`src/mcc_ram.sv`:
```
// Generic single-write, single-read RAM with registered read data.
module mcc_ram #(
	parameter int WIDTH = 8,
	parameter int DEPTH = 16
) (
	input  logic                     clk,
	input  logic                     we,
	input  logic [$clog2(DEPTH)-1:0] waddr,
	input  logic [WIDTH-1:0]         wdata,
	input  logic [$clog2(DEPTH)-1:0] raddr,
	output logic [WIDTH-1:0]         rdata
);

	logic [WIDTH-1:0] mem [DEPTH];

	always_ff @(posedge clk) begin
		if (we) begin
			mem[waddr] <= wdata;
		end
		rdata <= mem[raddr];
	end

endmodule

```
`config.mk`:
```
export PLATFORM = sky130hd
export DESIGN_NAME = mcc_ram
export DESIGN_NICKNAME = d
export VERILOG_FILES = /design/src/mcc_ram.sv
export SDC_FILE = /design/constraint.sdc
export NUM_CORES = 1
export LEC_CHECK = 0
export ABC_AREA = 1
export BUFFER_PORTS_ARGS = -buffer_cell sky130_fd_sc_hd__buf_2
export CORE_MARGIN = 1
export CORE_UTILIZATION = 45
export CTS_CLUSTER_DIAMETER = 40
export DETAILED_ROUTE_END_ITERATION = 10
export MAX_ROUTING_LAYER = met4
export PLACE_DENSITY = 0.64
export SLEW_MARGIN = 20
export SYNTH_ARGS = -nofsm -noshare
export SYNTH_HDL_FRONTEND = slang
export SYNTH_SLANG_ARGS = --single-unit
```
`constraint.sdc`:
```
create_clock -name clk -period 1.3 [get_ports clk]
set_clock_uncertainty 0.2 [all_clocks]
set_input_delay 0.26 -clock clk [delete_from_list [all_inputs] [get_ports clk]]
set_output_delay 0.26 -clock clk [all_outputs]
set_load 0.01 [all_outputs]
```
==> run summary <==
In the final layout, flip-flops and latches occupy between 4000 and 5000 sq um. The endpoint required time on the critical path came out at 0.84 ns. The cell count after synthesis came out at 551.

The final weighted congestion in routability-driven placement came out at about 0.81. The clock latency at the later pin of the worst-skew pair is 0.42 ns. The sequential fraction of design power is between 40 and 50%. The number of antenna violations at the first check in global routing came out at 0.

After detailed routing, the met2 layer carries just under 6000 um of wire. Along the worst path, the maximum fanout reaches 1. The critical path launch point type is a flip-flop.

Counting the fill cells in the layout gives 1,076. The kind of cell with the highest combined delay on the critical path is flip-flops. The yosys synthesis warning count is 0. For this run, the register share of the synthesized area comes to between 60% and 70%.

The path class of the tightest hold or removal check is in2reg. The critical path goes through buf_6. After layout, the design draws a total of 10.44 mW. The worst voltage drop across the vdd grid is between 600 and 700 uV. The proportion of netlist area held by the largest area contributor is 66.65%. Leaving out fill and tap cells, the most frequent cells in the layout are 173 x sky130_fd_sc_hd__nand2_1, 128 x sky130_fd_sc_hd__edfxtp_1, 100 x sky130_fd_sc_hd__inv_1. The run finished, with violations left. For this run the aggregate overflow at the end of global routing stands at 0. The final worst-path setup slack is -0.01373 ns. Ranked by total cell area, the synthesized netlist is headed by sky130_fd_sc_hd__edfxtp_1 67%, sky130_fd_sc_hd__nand2_1 11%, sky130_fd_sc_hd__nand3_1 8.4%, sky130_fd_sc_hd__inv_1 6.5%, sky130_fd_sc_hd__dfxtp_1 2.8%. The effective utilization at floorplan came out at 47.03%. The cell type with the largest total area after synthesis is sky130_fd_sc_hd__edfxtp_1. For the pin with the worst max-slew slack, the measured transition is 0.3588 ns. The total core area came out at 12,260 sq um. The number of DRC violations after detailed-routing iteration 0 is 251.

The capturing element type of the critical path is a primary output. Setup violations remaining at the end of the flow were counted as 7. The total count of hold-check failures in the final report was 0.

Averaged over all synthesized cells, the footprint is 10.47 sq um. The highest attainable clock frequency came out at 761.2 MHz. The routed wire length came out at 12,420 um. The vertical extent of the die is 115.2 um. The clock tree from TritonCTS is built. The total global-route track usage came out at 21.63%. The worst slew margin relative to its limit is between 70% and 80%. The number of iterations in the first detailed-routing pass is 5. The wire length on met1 is 5749 um. The net count of the mapped netlist came out at approximately 570. After detailed routing, the number of vias per cell comes to 4.952. The share of the clock period used by the worst path after layout is 101.1%. The clock-pin transition on the worst setup and hold timing paths is 0.06 ns. The fraction of final layout cells with drive strength greater than 1 is 16.80%. The power share of the combinational group came out at 6.3%.

The number of antenna cells inserted came out at 0. The setup path with the least slack is of type reg2out. The final cell utilization of the core is between 50 and 60%.

CTS saw between 100 and 150 sinks. The post-layout net count is 624. The library cell contributing the largest single delay on the critical path is sky130_fd_sc_hd__dfxtp_2. On the worst path, the slowest cell contributes a delay of 0.32 ns. Max-cap violations in this run came to 0. The count of buffers inserted at the top-level ports is 25. The half-perimeter wire length of the detailed placement result came out at 7976 um. The number of distinct standard cells referenced by the synthesized netlist came out at 12.

The row count is 40. The number of max-slew violations in the final report is 0. The fraction of power spent switching nets came out at 21.87%.

The maximum clock insertion buffer count came out at 2. Hold is met by 0.04267 ns. The antenna violation net count after detailed routing came out at 0.

The H-tree was split into 4 levels. The die boundary width is 115.2 um. Clock tree synthesis selected as its root buffer the cell sky130_fd_sc_hd__clkbuf_16. The global-route wire length before repair is 19,950 um. For this run, design rule violations remaining after detail routing come to 0.

The internal power is 8.157 mW. The post-synth design cell area is 5767 sq um. The count of buffering cells on the critical path with inverters included is 1. The detailed router used layers up to and including met4.

The time the worst path needs with I/O delays and setup came out at 1.314 ns. The number of global-route vias before repair came to roughly 3,800. The layout overhead on the synthesized area is 20.74%. The total clock buffers created by CTS is 17.

In this run the power spent charging and discharging nets is 2.284 mW. The routed layout has a little under 4,000 vias. Setup repair after global routing could not meet its margin everywhere. Dividing the detail-routed wire length by the instance count gives 15.78 um. The post-CTS setup-driven buffer insertion count is 0. The largest net degree at the start of global routing came out at 51. Power spread over the standard cell area amounts to 1499 nW/um^2. In this run the count of I/O pins placed on the die edge is 26. The combined area of the multi-input logic cells came out at around 1200 sq um. Counting flops and latches in the post-synthesis netlist gives about 140. The full die area came out at 13,270 sq um. Per report_power, the clock group accounts for 46.4% of the total.

The total leakage power came out at ~3.0 nW. The worst endpoint data arrival time is between 0.8 and 0.9 ns. The met3 wirelength from detailed routing came out at 713 um. Leaving out fill and tap cells, the most frequent cell in the layout is sky130_fd_sc_hd__nand2_1. The final reports fail on negative setup slack.
final cells by class:
class / instances / share of cell area (%)
Sequential cell: 136 / 57.61
Clock inverter: 15 / 2.534
Timing Repair Buffer: 60 / 7.583
Multi-Input combinational cell: 289 / 17.65
Inverter: 102 / 5.499
Clock buffer: 17 / 6.110
Tap cell: 168 / 3.019
cells in the mapped netlist (all sizes together):
cell / count
edfxtp: 128
nand3: 97
nor2: 17
nand2: 173
buf: 24
inv: 102
dfxtp: 8
nand3b: 2
power groups by stage:
stage	sequential (mW)	combinational [mW]	clock [mW]
6_report	4.94	0.663	4.84
3_5_place_dp	5.02	0.634	0
3_3_place_gp	5.02	0.628	0
5_1_grt	4.95	0.735	5.09
2_1_floorplan	5.03	0.349	0
4_1_cts	4.93	0.649	4.90
sequential cells by signal, summed over array words and instances (netlist names):
| register | flops |
|---|---|
| mem | 128 |
| rdata | 8 |
per-stage QoR:
step           setup WS (ns)  setup TNS [ns]  area, sq um  std cells
2_1_floorplan        -0.1108          -8.836         5782        551
3_3_place_gp         -0.1873          -19.32         6306        754
3_5_place_dp         -0.1969          -22.50         6306        754
4_1_cts             -0.03367         -0.2087         6933        787
5_1_grt             -0.04275         -0.2838         6963        787
6_report            -0.01373        -0.03566         6963        787
layer usage:
| layer | vias to the layer above | GRT usage, % |
|---|---|---|
| li1 | 1885 | - |
| met2 | 129 | 32.09 |
| met3 | 17 | 5.008 |
| met1 | 1866 | 28.71 |
| met5 | - | - |
| met4 | 0 | 8.918 |
worst paths after layout:
kind,from,to,slack (ns),cells after the start
max reg2reg,mem[1][7],rdata[7],0.10,6
max,rdata[1],rdata[1],-0.01,1
min reg2reg,mem[10][3],rdata[3],0.46,6
min,raddr[2],rdata[2],0.04,4
what timing repair did:
action,CTS,global route
hold buffers,1,0
endpoints found under the hold margin,1,0
setup endpoints to repair,8,8
resized for setup,4,8
pin swaps,0,0
cells by family after synthesis:
group	synth area share [%]
buffers and inverters	9.525
DFF	69.43
and+or+nand+nor	21.05
Power figures use the tool's default switching activity.
